<file path="src/plob_ram.sv">
`timescale 1ns / 1ps
`default_nettype none
module plob_ram #(
   parameter int WIDTH = 8,
   parameter int DEPTH = 16
) (
   input  wire logic                     clock,
   input  wire logic                     wr_en,
   input  wire logic [$clog2(DEPTH)-1:0] wr_addr,
   input  wire logic [WIDTH-1:0]         wr_data,
   input  wire logic [$clog2(DEPTH)-1:0] rd_addr,
   output logic [WIDTH-1:0]              rd_data
);
   logic [WIDTH-1:0] mem [DEPTH];

   // one write port, registered read
   always_ff @(posedge clock) begin
      if (wr_en) begin
         mem[wr_addr] <= wr_data;
      end
      rd_data <= mem[rd_addr];
   end
endmodule
`default_nettype wire

</file>
<file path="config.mk">
export PLATFORM = sky130hd
export DESIGN_NAME = plob_ram
export DESIGN_NICKNAME = d
export VERILOG_FILES = /design/src/plob_ram.sv
export SDC_FILE = /design/constraint.sdc
export NUM_CORES = 1
export LEC_CHECK = 0
export BUFFER_PORTS_ARGS = -buffer_cell sky130_fd_sc_hd__buf_2
export CAP_MARGIN = 20
export CORE_MARGIN = 10
export CORE_UTILIZATION = 50
export DETAILED_ROUTE_END_ITERATION = 12
export PLACE_DENSITY = 0.67
export SETUP_SLACK_MARGIN = 0.05
export SYNTH_ARGS = -nofsm -noshare
export SYNTH_HDL_FRONTEND = slang
export SYNTH_SLANG_ARGS = --single-unit
</file>
<file path="constraint.sdc">
create_clock -name clock -period 4.6 [get_ports clock]
set_input_delay 1.15 -clock clock [delete_from_list [all_inputs] [get_ports clock]]
set_output_delay 1.15 -clock clock [all_outputs]
set_load 0.05 [all_outputs]
</file>
Word level (Yosys, flattened, before mapping)
Memories as Yosys holds them, arrays and structs flattened. A register that Yosys moved wholly into a read port is not among the register bits.
Index checks and enable logic that the tools add are counted.

storage, ports and cells
  logic and storage cells = 3
  bits of input ports = 18
  flip-flop bits (word level) = 0
  memory bits (writable) = 128
  memories = 1

operators by class
  muxes and demuxes = 2

memory list
  name  words  width  rd ports  clocked after memory_dff  write ports  line  source
  mem   16     8      1         1                         1            14    logic [WIDTH-1:0] mem [DEPTH];

operators with widths
  cell              number
  1-bit 2-to-1 mux  2

Logic depth before layout (Yosys ltp)
  depth after elaboration = 2
  mapped depth = 5
  mapped depth without buffers = 3

Least setup slack after synthesis
No wires, ideal clock.

  path type = input to register
  start = input port wr_addr[2]
  end = memory mem[0][0], enable pin
  library setup time = 0.383 ns
  slack = 1.957 ns
  buffers on the path = 0
  stages = 2
  arrival = 2.260 ns
  cell sequence = or3b_2 -> nor3_1

RTL lines
  element      line  source
  from (decl)  9     input wire logic [$clog2(DEPTH)-1:0] wr_addr,
  to (decl)    14

No word-level cell before the write port.

==> results.toml <==
[status]
status = "completed"

[sta]
tightest_slew_ns = 0.965
drv_slew = 0
clock_skew_ns = 0.00820
slew_headroom_pct = 35.5
setup_viol = 0
layout_setup_ws_ns = 2.05
fin_crit_sh_pct = 55.5
setup_tns_ns = 0
max_freq_mhz = 391
rsz0062_at_grt = "false"
min_period_ns = 2.55
finalHoldViolations = 0

[route]
viasPerCell = 5.77
routedWlPerCell_um = 23.2
first_iter_violations = 201
drc = 0
via_count = 2387
routed_wirelength_mm = 9.61
drt.antenna.violating_nets = 0
first_pass_iters = 4

[grt]
grt_start_max_net_pins = 33
antenna_found_initial = 0
grt_pass1_vias = 2529
grt.total_usage_pct = 14.0
grt_pass1_wl_mm = 14.9
gr-total-overflow = 0

[critical_path]
required_ns = 5.00
cpLargestDelayFamily = "buffers and inverters"
cp-start-kind = "primary input"
critical_path_buf_inv_count = 2
cp-end-kind = "flip-flop"
cpMaxStageDelayCell = "mux4_1"
slowest_delay_ns = 0.56
arrival_ns = 2.95
worstPathMaxFanout = 20
crit_chain = "buf_2 > buf_4 > mux4_1 > a22oi_1 > nand2_1"
criticalPathCategory = "in2reg"

[power]
p_leak_nw = 2.00
vdd_ir_drop_max_uv = 275
power_density_nw_per_um2 = 473

[cts]
path_clk_slew_ns = 0.06
cts_hold_buf = 0
ctsHtreeMaxLevel = 4
tritoncts = "done"
cts_num_sinks = 136
cts_buffers = 17
cts_buffer_depth = 2
cts_setup_buffers = 0
clk-insertion-delay-late_ns = 0.51
root_buffer = "clkbuf_8"
ctsResizeCount = 0

[yosys]
ys_ff_latch = 136
synth_fa_ha_area_share_pct = 0
yosys.area.top_type = "edfxtp_1"
yosysMostFrequentCell = "edfxtp_1"
synth-xor-area-share_pct = 0
synth_nets = 247
synth_top_area_share_pct = 74.7
yosys-top-cells-count = "128 x edfxtp_1, 18 x mux4_2, 16 x a22oi_1, 14 x mux4_1, 13 x nor2_1"
yosysSeqAreaShare_pct = 77.8
syn_area_per_cell_um2 = 22.5
synth_compound_area_share_pct = 2.33
synth.area.top_cells = "edfxtp_1 75%, mux4_2 7.9%, mux4_1 7.1%"
yosysUniqueCellTypes = 19
synth_simple_gate_area_share_pct = 3.18
synth_area_um2 = 5150
synth_edf_count = 128
syn_inst = 229
synth_top_family_by_area = "multiplexers"
synthFlopType = "edfxtp_1"
synthArstFlopShare_pct = 0
yosysWarnings = 0
synthMuxAreaShare_pct = 15.0

[floorplanning]
die_y_um = 121
io_pins = 26
dieWidth_um = 121
die_area_um2 = 14800
num_rows = 36
start_util_pct = 51.9
coreArea_um2 = 9910

[placed_design]
dp_hpwl_mm = 6.30
placedCellCount = 382
place_ws_ns = 1.49
portBuffers = 25
place.gp.congestion = 0.713

[worst_hold_path]
hold_path_class = "reg2reg"

[layout]
num-nets-final = 286
layout-drive-gt1-share_pct = 28.8
final_cells = 414
multi_input_area_um2 = 1060
antenna_cells = 0
syn_to_final_growth_pct = 15.8
n_fill_cell = 721
regArea_um2 = 4000

[flow_run]
maxCapViolations = 0
-- routing by layer --
layer	part of all wire, %	global-route usage (%)
met3	5.1	4.47
met1	44	18.3
met2	49	20.9
met5	0	0
met4	1.7	6.18
-- worst paths after layout --
kind	to	from	depth (start not counted)	slack [ns]
setup / recovery	rd_data[1]$_DFF_P_	rd_addr[0]	5	2.05
setup reg to reg	rd_data[1]$_DFF_P_	mem[1][1]$_DFFE_PP_	3	3.21
hold / removal	rd_data[1]$_DFF_P_	mem[12][1]$_DFFE_PP_	3	0.66
hold reg to reg	rd_data[1]$_DFF_P_	mem[12][1]$_DFFE_PP_	3	0.66
-- power by group --
part | internal, W | leakage (nW) | total, W | switching (W)
Clock | 0.000774 | 0.280 | 0.00128 | 0.000504
Combinational | 0.0000509 | 0.497 | 0.000148 | 0.0000976
Sequential | 0.00139 | 1.22 | 0.00139 | 0.00000811
-- area by class of cell --
| class | instances | area share, % |
|---|---|---|
| Clock inverter | 14 | 2.50 |
| Timing Repair Buffer | 30 | 2.73 |
| Tap cell | 133 | 2.79 |
| Multi-Input combinational cell | 83 | 17.8 |
| Clock buffer | 18 | 7.01 |
| Sequential cell | 136 | 67.2 |
-- kinds of logic (layout without fill, tap and decap cells) --
group | Yosys count | in the layout
flip-flops | 136 | 136
AO/OA/AOI/OAI | 16 | 16
AND/OR/NAND/NOR | 35 | 35
buffers and inverters | 10 | 62
multiplexers | 32 | 32
-- sequential cells by signal, summed over array words and instances (netlist names) --
signal,cells
rd_data,8
mem,128
-- worst reg2reg max path, cell delays in order (launching register included) --
cell and delay (ns):
edfxtp_1 0.37, mux4_1 0.50, a22oi_1 0.32, nand2_1 0.09
-- cells in the final DEF (no fill, tap or decap), drive strengths merged --
master	instances
a22oi	16
clkbuf	18
or3b	1
and2	1
nand3	1
buf	30
nor2b	1
and2b	1
clkinvlp	1
nand3b	2
bufinv	2
nand2b	2
edfxtp	128
dfxtp	8
nor3	4
mux4	32
nor2	13
inv	3
nand2	9
clkinv	8
-- through the flow --
stage | instance area, um^2 | hold WS [ns] | utilization (%) | total power [W]
2_1_floorplan | 5150 | 0.629 | - | 0.00152
3_3_place_gp | 5400 | 0.658 | 54.4 | 0.00157
3_5_place_dp | 5400 | 0.663 | 54.4 | 0.00157
4_1_cts | 5960 | 0.677 | 60.2 | 0.00284
5_1_grt | 5960 | 0.691 | 60.2 | 0.00292
6_report | 5960 | 0.663 | 60.2 | 0.00282
Note: power is estimated with default switching activity, not from simulation.
